## src/assert_macros.svh

```systemverilog
// assertion macros used by pdh_core of the peak detector
// no dependencies; the checks are left out when SYNTHESIS is defined
`ifndef ASSERT_MACROS_SVH
`define ASSERT_MACROS_SVH

`ifndef SYNTHESIS

// implication check, disabled while reset is low
`define PDH_ASSERT(label, clk, rst_n, prop) \
    label: assert property (@(posedge clk) disable iff (!rst_n) (prop)) \
        else $error("pdh assertion failed");

// condition that must never be true outside reset
`define PDH_NEVER(label, clk, rst_n, cond) \
    label: assert property (@(posedge clk) disable iff (!rst_n) !(cond)) \
        else $error("pdh forbidden condition seen");

`else

`define PDH_ASSERT(label, clk, rst_n, prop)
`define PDH_NEVER(label, clk, rst_n, cond)

`endif

`endif

```

## src/pdh_pkg.sv

```systemverilog
// types and constants of the peak detector
// no dependencies
package pdh_pkg;

    localparam int SAMPLE_BITS = 16;
    localparam int VAL_W       = SAMPLE_BITS + 1;   // after negation
    localparam int TOL_W       = 17;
    localparam int TOL_FRAC    = 16;
    localparam int PROD_W      = TOL_W + VAL_W;
    localparam int CFG_DATA_W  = (SAMPLE_BITS > TOL_W) ? SAMPLE_BITS : TOL_W;
    localparam int CFG_IDX_W   = 2;

    localparam logic [TOL_W-1:0] TOL_ONE   = TOL_W'(1 << TOL_FRAC);
    localparam logic [TOL_W-1:0] TOL_RESET = TOL_W'(6554);

    typedef logic signed [SAMPLE_BITS-1:0] t_sample;
    typedef logic signed [VAL_W-1:0]       t_val;

    // most negative value of the widened sample
    localparam t_val PEAK_RESET = {1'b1, {(VAL_W-1){1'b0}}};

    typedef enum logic [1:0] {
        MODE_RISE = 2'd0,
        MODE_FALL = 2'd1,
        MODE_MAX  = 2'd2,
        MODE_MIN  = 2'd3
    } t_mode;

    typedef enum logic [CFG_IDX_W-1:0] {
        CFG_TRIGGER = 2'd0,
        CFG_RELOAD  = 2'd1,
        CFG_TOL     = 2'd2,
        CFG_MODE    = 2'd3
    } t_cfg_idx;

    typedef struct packed {
        t_sample           trigger;
        t_sample           reload;
        logic [TOL_W-1:0]  tol;
        t_mode             mode;
    } t_cfg;

endpackage

```

## src/pdh_ifs.sv

```systemverilog
// valid/ready channel interfaces of the peak detector
// depends on pdh_pkg
interface pdh_sample_if import pdh_pkg::*; ();
    logic    valid;
    logic    ready;
    t_sample sample;
    modport source (output valid, output sample, input ready);
    modport sink   (input valid, input sample, output ready);
endinterface

interface pdh_detect_if import pdh_pkg::*; ();
    logic valid;
    logic ready;
    logic detected;
    modport source (output valid, output detected, input ready);
    modport sink   (input valid, input detected, output ready);
endinterface

interface pdh_cfg_if import pdh_pkg::*; ();
    logic                  valid;
    logic                  ready;
    logic [CFG_IDX_W-1:0]  index;
    logic [CFG_DATA_W-1:0] data;
    modport source (output valid, output index, output data, input ready);
    modport sink   (input valid, input index, input data, output ready);
endinterface

```

## src/pdh_cfg_regs.sv

```systemverilog
// configuration registers of the peak detector
// depends on pdh_pkg and pdh_cfg_if
module pdh_cfg_regs import pdh_pkg::*; (
    input  logic     i_clk,
    input  logic     i_rst_n,
    pdh_cfg_if.sink  i_cfg,
    output t_cfg     o_cfg,
    output logic     o_clear
);

    t_cfg r_cfg;
    logic [TOL_W-1:0] n_tol;

    assign i_cfg.ready = 1'b1;

    // tolerance above one saturates to one
    always_comb begin
        n_tol = i_cfg.data[TOL_W-1:0];
        if (n_tol > TOL_ONE) begin
            n_tol = TOL_ONE;
        end
    end

    always_ff @(posedge i_clk) begin
        if (!i_rst_n) begin
            r_cfg.trigger <= '0;
            r_cfg.reload  <= '0;
            r_cfg.tol     <= TOL_RESET;
            r_cfg.mode    <= MODE_RISE;
        end else if (i_cfg.valid) begin
            unique case (i_cfg.index)
                CFG_TRIGGER: r_cfg.trigger <= t_sample'(i_cfg.data[SAMPLE_BITS-1:0]);
                CFG_RELOAD:  r_cfg.reload  <= t_sample'(i_cfg.data[SAMPLE_BITS-1:0]);
                CFG_TOL:     r_cfg.tol     <= n_tol;
                CFG_MODE:    r_cfg.mode    <= t_mode'(i_cfg.data[1:0]);
                default:     r_cfg.mode    <= r_cfg.mode;
            endcase
        end
    end

    assign o_cfg   = r_cfg;
    // every index names a register, so every write restarts the detector
    assign o_clear = i_cfg.valid;

endmodule

```

## src/pdh_core.sv

```systemverilog
// detector state and per-item evaluation of the peak detector
// depends on pdh_pkg and assert_macros.svh
`include "assert_macros.svh"

module pdh_core import pdh_pkg::*; (
    input  logic    i_clk,
    input  logic    i_rst_n,
    input  t_cfg    i_cfg,
    input  logic    i_clear,
    input  logic    i_advance,
    input  t_sample i_sample,
    output logic    o_detected
);

    logic r_first, r_armed, r_above, r_last;
    t_val r_peak;
    logic n_first, n_armed, n_above, n_last;
    t_val n_peak;

    logic inverted, cross_mode, high, crossing, fell, share;
    t_val v_raw, t_raw, r_raw, v, t, r_eff;
    logic signed [VAL_W:0] d_pt, d_pv;
    logic [VAL_W-1:0]      m_pt, m_pv;
    logic [PROD_W-1:0]     span, drop;

    always_comb begin
        inverted   = (i_cfg.mode == MODE_FALL) || (i_cfg.mode == MODE_MIN);
        cross_mode = (i_cfg.mode == MODE_RISE) || (i_cfg.mode == MODE_FALL);
        v_raw = t_val'(i_sample);
        t_raw = t_val'(i_cfg.trigger);
        r_raw = t_val'(i_cfg.reload);
        v = inverted ? -v_raw : v_raw;
        t = inverted ? -t_raw : t_raw;
        r_eff = inverted ? -r_raw : r_raw;
        if (r_eff > t) begin
            r_eff = t;
        end
        high = (v >= t);

        // differences are not negative wherever the product is used
        d_pt = {r_peak[VAL_W-1], r_peak} - {t[VAL_W-1], t};
        d_pv = {r_peak[VAL_W-1], r_peak} - {v[VAL_W-1], v};
        m_pt = d_pt[VAL_W-1:0];
        m_pv = d_pv[VAL_W-1:0];
        span = PROD_W'(i_cfg.tol) * PROD_W'(m_pt);
        drop = PROD_W'({m_pv, {TOL_FRAC{1'b0}}});
        share = (r_peak > t) && (drop >= span);

        n_first = r_first;
        n_armed = r_armed;
        n_above = r_above;
        n_peak  = r_peak;
        n_last  = r_last;
        crossing = 1'b0;
        fell     = 1'b0;

        if (r_first) begin
            // first item only primes the arm flag
            n_armed = !high;
            n_first = 1'b0;
        end else begin
            crossing = high && r_armed;
            if (crossing) begin
                n_armed = 1'b0;
                n_above = 1'b1;
            end else if (v <= r_eff) begin
                n_armed = 1'b1;
            end
            if (n_above) begin
                if (v > r_peak) begin
                    n_peak = v;
                end else if (share || !high) begin
                    fell    = 1'b1;
                    n_above = 1'b0;
                    n_peak  = PEAK_RESET;
                end
            end
            n_last = cross_mode ? crossing : fell;
        end
    end

    always_ff @(posedge i_clk) begin
        if (!i_rst_n || i_clear) begin
            r_first <= 1'b1;
            r_armed <= 1'b1;
            r_above <= 1'b0;
            r_peak  <= PEAK_RESET;
            r_last  <= 1'b0;
        end else if (i_advance) begin
            r_first <= n_first;
            r_armed <= n_armed;
            r_above <= n_above;
            r_peak  <= n_peak;
            r_last  <= n_last;
        end
    end

    assign o_detected = n_last;

    `PDH_ASSERT(a_peak_idle, i_clk, i_rst_n, !r_above |-> (r_peak == PEAK_RESET))
    `PDH_NEVER(a_first_above, i_clk, i_rst_n, r_first && r_above)
    `PDH_ASSERT(a_cross_disarms, i_clk, i_rst_n,
                (i_advance && !i_clear && crossing) |=> (!r_armed && r_above))
    `PDH_ASSERT(a_cross_stays, i_clk, i_rst_n,
                (!i_advance && !i_clear) |=> $stable(r_peak) && $stable(r_armed))

endmodule

```

## src/peak_detector_hysteresis.sv

```systemverilog
// top level of the threshold peak detector with hysteresis
// depends on pdh_pkg, pdh_ifs, pdh_cfg_regs and pdh_core
//
//  port     | dir | moves                        | handshake
//  ---------+-----+------------------------------+-------------
//  i_smp    | in  | one signed sample per item   | valid/ready
//  o_det    | out | one detection bit per item   | valid/ready
//  i_cfg    | in  | register index and data      | valid/ready
//
// every item passes an input register and then a result register; one item per
// cycle is sustained while results are taken, since the state update and
// tolerance multiply in pdh_core are combinational before the state registers
// a full result register that is not taken holds the input register, which in
// turn drops i_smp.ready; both fill and drain in the same cycle
// reset (i_rst_n, synchronous, active low) restores the register defaults and
// clears the detector state; a configuration write also clears the state
module peak_detector_hysteresis import pdh_pkg::*; (
    input  logic          i_clk,
    input  logic          i_rst_n,
    pdh_sample_if.sink    i_smp,
    pdh_detect_if.source  o_det,
    pdh_cfg_if.sink       i_cfg
);

    // input register
    logic    r_in_valid;
    t_sample r_in_sample;
    // result register
    logic    r_out_valid;
    logic    r_out_detected;

    logic out_free, advance, detected;
    t_cfg cfg;
    logic clear;

    // result register can load when empty or being drained
    assign out_free    = !r_out_valid || o_det.ready;
    assign advance     = r_in_valid && out_free;
    assign i_smp.ready = !r_in_valid || advance;

    pdh_cfg_regs u_cfg (
        .i_clk   (i_clk),
        .i_rst_n (i_rst_n),
        .i_cfg   (i_cfg),
        .o_cfg   (cfg),
        .o_clear (clear)
    );

    pdh_core u_core (
        .i_clk      (i_clk),
        .i_rst_n    (i_rst_n),
        .i_cfg      (cfg),
        .i_clear    (clear),
        .i_advance  (advance),
        .i_sample   (r_in_sample),
        .o_detected (detected)
    );

    always_ff @(posedge i_clk) begin
        if (!i_rst_n) begin
            r_in_valid <= 1'b0;
        end else if (i_smp.ready) begin
            r_in_valid <= i_smp.valid;
        end
    end

    // payload, no reset needed
    always_ff @(posedge i_clk) begin
        if (i_smp.ready && i_smp.valid) begin
            r_in_sample <= i_smp.sample;
        end
    end

    always_ff @(posedge i_clk) begin
        if (!i_rst_n) begin
            r_out_valid <= 1'b0;
        end else if (out_free) begin
            r_out_valid <= r_in_valid;
        end
    end

    always_ff @(posedge i_clk) begin
        if (advance) begin
            r_out_detected <= detected;
        end
    end

    assign o_det.valid    = r_out_valid;
    assign o_det.detected = r_out_detected;

endmodule
```

## src/flat_wrapper.sv

```systemverilog
// flat-port wrapper written by rule: the top's interface ports become plain ports
module peak_detector_hysteresis_flat import pdh_pkg::*;
  (i_clk, i_rst_n, i_smp_valid, i_smp_sample, i_smp_ready, o_det_valid, o_det_detected, o_det_ready, i_cfg_valid, i_cfg_index, i_cfg_data, i_cfg_ready);
  pdh_sample_if i_smp_i ();
  pdh_detect_if o_det_i ();
  pdh_cfg_if i_cfg_i ();
  input  logic i_clk;
  input  logic i_rst_n;
  input wire logic [$bits(i_smp_i.valid)-1:0] i_smp_valid;
  input wire logic [$bits(i_smp_i.sample)-1:0] i_smp_sample;
  output wire logic [$bits(i_smp_i.ready)-1:0] i_smp_ready;
  output wire logic [$bits(o_det_i.valid)-1:0] o_det_valid;
  output wire logic [$bits(o_det_i.detected)-1:0] o_det_detected;
  input wire logic [$bits(o_det_i.ready)-1:0] o_det_ready;
  input wire logic [$bits(i_cfg_i.valid)-1:0] i_cfg_valid;
  input wire logic [$bits(i_cfg_i.index)-1:0] i_cfg_index;
  input wire logic [$bits(i_cfg_i.data)-1:0] i_cfg_data;
  output wire logic [$bits(i_cfg_i.ready)-1:0] i_cfg_ready;
  assign i_smp_i.valid = i_smp_valid;
  assign i_smp_i.sample = i_smp_sample;
  assign i_smp_ready = i_smp_i.ready;
  assign o_det_valid = o_det_i.valid;
  assign o_det_detected = o_det_i.detected;
  assign o_det_i.ready = o_det_ready;
  assign i_cfg_i.valid = i_cfg_valid;
  assign i_cfg_i.index = i_cfg_index;
  assign i_cfg_i.data = i_cfg_data;
  assign i_cfg_ready = i_cfg_i.ready;
  peak_detector_hysteresis u_core (.i_clk(i_clk), .i_rst_n(i_rst_n), .i_smp(i_smp_i), .o_det(o_det_i), .i_cfg(i_cfg_i));
endmodule
```

## config.mk

```make
export PLATFORM = sky130hd
export DESIGN_NAME = peak_detector_hysteresis_flat
export DESIGN_NICKNAME = d
export VERILOG_FILES = /design/src/pdh_pkg.sv /design/src/pdh_ifs.sv /design/src/pdh_cfg_regs.sv /design/src/pdh_core.sv /design/src/peak_detector_hysteresis.sv /design/src/flat_wrapper.sv
export VERILOG_INCLUDE_DIRS = /design/src /design/src/src
export SDC_FILE = /design/constraint.sdc
export NUM_CORES = 1
export LEC_CHECK = 0
export BUFFER_PORTS_ARGS = -buffer_cell sky130_fd_sc_hd__buf_2
export CORE_UTILIZATION = 50
export DETAILED_ROUTE_END_ITERATION = 8
export GPL_TIMING_DRIVEN = 0
export PLACE_DENSITY = 0.66
export RECOVER_POWER = 50
export SYNTH_ARGS = -nofsm -noshare
export SYNTH_HDL_FRONTEND = slang
export SYNTH_SLANG_ARGS = --single-unit
export TNS_END_PERCENT = 10
```

## constraint.sdc

```tcl
create_clock -name i_clk -period 32.7 [get_ports i_clk]
set_input_delay 6.54 -clock i_clk [delete_from_list [all_inputs] [get_ports i_clk]]
set_output_delay 6.54 -clock i_clk [all_outputs]
set_load 0.03 [all_outputs]
```

==> qor.csv, run 1 <==
metric,value,unit
outcome,"complete, no violations",
crit_end,u_core.o_det.detected,
n_antenna_cell,0,
first_iter_violations,1038,
finalSetupViolations,0,
synthTopCellsByArea,"fa_1 26%, ha_1 14%, dfxtp_1 8.5%",
clock_latency,360,ps
io_pins,44,
post_cts_buffers,0,
end_kind,flop,
seq_area_frac_synth,0.1141,
ant_nets,0,
tightest_slew,1225,ps
wl_per_cell,18.89,um
rows,68,
async_flop_share,0,
period_share,0.4640,
synthToLayoutAreaGrowth,6.106,%
reg2reg_depth,47,
crit_required,32910,ps
synth_common_cells,"355 x inv_1, 301 x nand2_1, 226 x fa_1, 198 x ha_1, 89 x and2_1",
path_class,reg -> reg,
htree_levels,3,
initial_core_util,0.5066,
slew_viol_final,0,
place.gp.congestion,0.9090,
drc,0,
worst_setup_path_start_kind,flop,
cts_sinks,91,
nets,2589,
fp.coreArea,0.03446,mm2
syn_area,0.01746,mm2
cap_violations,0,
cts_buffers,9,
slowest_stage,xnor2_1,
final-hold-violation-count,0,
synth_seq_cells,91,
wl,48.84,mm
critPathLaunch,u_core.u_cfg.o_cfg[0],
grt_first_pass_wirelength,77.69,mm
drive_above_1_share,0.05117,
syn_area_per_cell,8.418,um2
timing.rr.start,u_core.u_cfg.o_cfg[0],
hold_path_depth,2,
whs,494.4,ps
min_path_type,reg -> reg,
place_area,0.01823,mm2
ys.flop_type,dfxtp_1,
synth_edf_count,17,
critPathMaxFanout,10,
critPathMaxStageDelay,810,ps
track_usage,0.2804,
cts_resized,0,
die_area,0.03567,mm2
syn_inst,2074,
ys_types,85,
syn-num-nets,2538,
dieHeight,188.9,um
grt_start_max_net_pins,17,
cts_tree,yes,
overflow,0,
final.min_clock_period,15170,ps
final_area,0.01852,mm2
yosysWarnings,0,
setup_tns,0,ps
rsz0062_at_grt,no,
clockBufferDepth,2,
cts.clk_slew.worst_paths,70,ps
yosys.area.top_type,fa_1,
hold_buffers,0,
grt_pass1_vias,14620,
fill_cells,3255,
r2r_slack,17530,ps
dp_hpwl,40.98,mm
synth_most_common_cell,inv_1,
numPortBuffers,40,
synth_top_area_frac,0.2592,
vias,14710,
arrival,15390,ps
slew_headroom,0.1777,
rr_endpoint,u_core.o_det.detected,
root_buffer,clkbuf_16,
antenna_found_initial,1,
finClkSkew,12.36,ps
die_w,188.9,um
drt-pass1-iter-count,5,
vias_per_cell,5.690,
fmax,0.06590,GHz
crit_top_cell,fa_1,
-- cell families (layout without fill, tap and decap cells) --
kind of cell,count (synthesis),after routing,share of synthesized area
and+or+nand+nor,664,664,0.1862
adders and majority gates,427,427,0.4029
buffers and inverters,435,491,0.09553
xor gates and xnor gates,99,99,0.05096
DFF,91,91,0.1141
muxes,22,22,0.01362
other,1,1,0.0002148
AOI/OAI and AO/OA,335,335,0.1365
-- cell usage in the layout, fill, tap and decap left out, types with 43 or more instances in the layout --
| cell type | n |
|---|---|
| nand2b_1 | 43 |
| ha_1 | 198 |
| a21oi_1 | 55 |
| o21ai_0 | 58 |
| xnor2_1 | 68 |
| and2_1 | 88 |
| dfxtp_1 | 74 |
| fa_1 | 226 |
| clkbuf_1 | 67 |
| nor2_1 | 63 |
| nand2_1 | 301 |
| inv_1 | 355 |
-- per-stage QoR --
| step | util | instances | setup WS [ps] |
|---|---|---|---|
| finish | 0.5376 | 2585 | 17530 |
| floorplan | - | 2074 | 19200 |
| CTS | 0.5377 | 2585 | 17780 |
| global placement | 0.5290 | 2569 | 18010 |
| global route | 0.5376 | 2585 | 16750 |
| detailed placement | 0.5290 | 2569 | 17840 |
-- final cells by class --
cell class	count	area, um2	share of cell area
clock buffer	9	225.2	0.01216
clock inverter	7	73.82	0.003985
buffer	79	331.6	0.01790
sequential	91	1992	0.1075
multi-input combinational	1548	13800	0.7449
tap	455	569.3	0.03073
timing repair buffer	40	197.7	0.01067
inverter	356	1336	0.07214
-- per-layer routing --
layer	vias to the layer above	wire, um	global-route usage	share of wire
met5	-	0	0	0
met4	0	1396	0.09150	0.029
met3	92	3014	0.03985	0.062
met2	475	23160	0.4673	0.47
met1	7261	21270	0.3742	0.44
li1	6880	-	-	-
-- state kept, by name (all words and copies together), names as in the netlist --
| name | flops |
|---|---|
| u_core.o_det.detected | 1 |
| u_core.o_det.valid | 1 |
| u_core.r_in_sample | 16 |
| u_core.r_in_valid | 1 |
| u_core.u_cfg.o_cfg | 51 |
| u_core.u_core.r_above | 1 |
| u_core.u_core.r_armed | 1 |
| u_core.u_core.r_first | 1 |
| u_core.u_core.r_last | 1 |
| u_core.u_core.r_peak | 17 |
-- worst min-delay path by stage --
stage / endpoint / slack, ps / from
after CTS: u_core.u_cfg.o_cfg[36] / 490 / u_core.u_cfg.o_cfg[36]
after detailed placement: u_core.u_cfg.o_cfg[36] / 480 / u_core.u_cfg.o_cfg[36]
after global routing: u_core.u_cfg.o_cfg[36] / 520 / u_core.u_cfg.o_cfg[36]
final: u_core.u_cfg.o_cfg[36] / 490 / u_core.u_cfg.o_cfg[36]
after global placement: u_core.u_cfg.o_cfg[36] / 470 / u_core.u_cfg.o_cfg[36]
after floorplan: u_core.u_cfg.o_cfg[36] / 460 / u_core.u_cfg.o_cfg[36]
-- worst max-delay path: cells and delay by family, from the launching register on --
family | cells | cell delay [ps]
fa+ha+maj | 10 | 4440
simple gates | 12 | 2340
compound gates | 14 | 4060
buf+inv | 9 | 2480
flops | 1 | 510
xor+xnor | 2 | 1160
Power of run 1 is not shown: default switching activity piles up to over one toggle a cycle in this logic, so the estimate is an artifact.
==> inputs of run 2 (changes only) <==
Settings changed: PLACE_DENSITY 0.66 to 0.69.
Clock period 32.7 ns to 12.42 ns, I/O delays scaled along.
==> run 2 against run 1 <==
Against the previous run:
- worst setup slack got worse by 17000 ps
- cell area rose by 3.4%
- non-clock buffer count rose by 25
- highest routed layer unchanged
==> qor.csv, run 2 (same netlist as run 1, synthesis figures left out) <==
metric,value,unit
nets,2614,
critPathMaxFanout,10,
r2r_slack,420,ps
fill_cells,3234,
pre_cts_ws,-2297,ps
wl_per_cell,18.80,um
worst_setup_path_start_kind,flop,
ant_nets,0,
period_share,0.9658,
cap_violations,0,
setup_ws,424.3,ps
final-hold-violation-count,0,
io_pins,44,
finalSetupViolations,0,
end_kind,flop,
vias,14790,
arrival,12210,ps
layout_common_cells,"347 x inv_1, 301 x nand2_1, 226 x fa_1, 191 x ha_1, 88 x and2_1",
clock_latency,360,ps
dp_hpwl,40.50,mm
finClkSkew,11.30,ps
crit_top_cell,fa_1,
cts_tree,yes,
initial_core_util,0.5066,
first_iter_violations,978,
final_common_cell,inv_1,
min_path_type,reg -> reg,
synthToLayoutAreaGrowth,9.718,%
grt_start_max_net_pins,17,
cts_buffers,9,
path_class,reg -> reg,
reg2reg_depth,49,
wl,49.06,mm
htree_levels,3,
crit_required,12630,ps
antenna_found_initial,0,
dieHeight,188.9,um
n_antenna_cell,0,
rows,68,
numPortBuffers,40,
grt_first_pass_wirelength,78.31,mm
root_buffer,clkbuf_16,
fp.coreArea,0.03446,mm2
slew_headroom,0.2031,
slew_viol_final,0,
drive_above_1_share,0.08956,
die_w,188.9,um
critPathMaxStageDelay,560,ps
hold_path_depth,2,
cts.clk_slew.worst_paths,70,ps
cts_sinks,91,
drt-pass1-iter-count,5,
place.gp.congestion,0.9304,
grt_pass1_vias,15010,
outcome,"complete, no violations",
fmax,0.08336,GHz
vias_per_cell,5.666,
slowest_stage,fa_1,
drc,0,
clockBufferDepth,2,
overflow,0,
die_area,0.03567,mm2
largest_reg_flops,51,
final.min_clock_period,12000,ps
track_usage,0.2802,
tightest_slew,1183,ps
## run 2: cell types whose count changed in the layout (fill, tap and decap cells not counted), sizes merged
cell	delta
clkinv	-2
buf	+30
clkinvlp	+1
clkbuf	-4
## run 2: worst paths after layout
| check | startpoint | to |
|---|---|---|
| worst min register to register | u_core.u_cfg.o_cfg[25] | u_core.u_cfg.o_cfg[25] |
| worst min-delay path | u_core.u_cfg.o_cfg[25] | u_core.u_cfg.o_cfg[25] |
| worst max-delay path | u_core.u_cfg.o_cfg[38] | u_core.o_det.detected |
| worst max register to register | u_core.u_cfg.o_cfg[38] | u_core.o_det.detected |
## run 2: per-stage QoR
| step | util | hold WS (ps) | TNS [ps] | cells | instance area (um2) |
|---|---|---|---|---|---|
| final | 0.5559 | 493.9 | 0 | 2610 | 19150 |
| after global routing | 0.5559 | 529.4 | -760.5 | 2610 | 19150 |
| after CTS | 0.5450 | 492.2 | 0 | 2592 | 18780 |
| after detailed placement | 0.5290 | 482.9 | -43110 | 2569 | 18230 |
| after global placement | 0.5290 | 469.1 | -41260 | 2569 | 18230 |
| after floorplan | - | 456.5 | 0 | 2074 | 17460 |
## run 2: worst max-delay path: cells and delay by family (launching register included)
family	cells	cell delay (ps)
AOI/OAI and AO/OA	17	3500
DFF	1	380
xor gates and xnor gates	2	430
buffers and inverters	8	970
and+or+nand+nor	11	1920
muxes	1	180
adders and majority gates	10	4470
## run 2: timing repair
action / CTS / global route
hold buffers: 0 / 0
setup endpoints to repair: 20 / 20
buffers inserted: 8 / 19
pin swaps: 9 / 19
gates resized for setup: 42 / 56
## run 2: layout make-up
class / instances / area, um2 / area share
multi-input cells: 1548 / 14170 / 0.7400
well taps: 455 / 569.3 / 0.02972
flip-flops and latches: 91 / 1999 / 0.1044
repair buffers: 67 / 404.1 / 0.02110
plain buffers: 77 / 359.1 / 0.01875
clock inverters: 6 / 68.82 / 0.003593
clock buffers: 10 / 239.0 / 0.01248
inverters: 356 / 1340 / 0.06996
## run 2: routing by layer
layer | share of wire | GRT usage | vias to the layer above
met5 | 0 | 0 | -
met4 | 0.026 | 0.08747 | 0
met3 | 0.067 | 0.04245 | 75
met2 | 0.48 | 0.4806 | 482
met1 | 0.42 | 0.3624 | 7313
li1 | - | - | 6918
Power of run 2 is left out for the same reason.
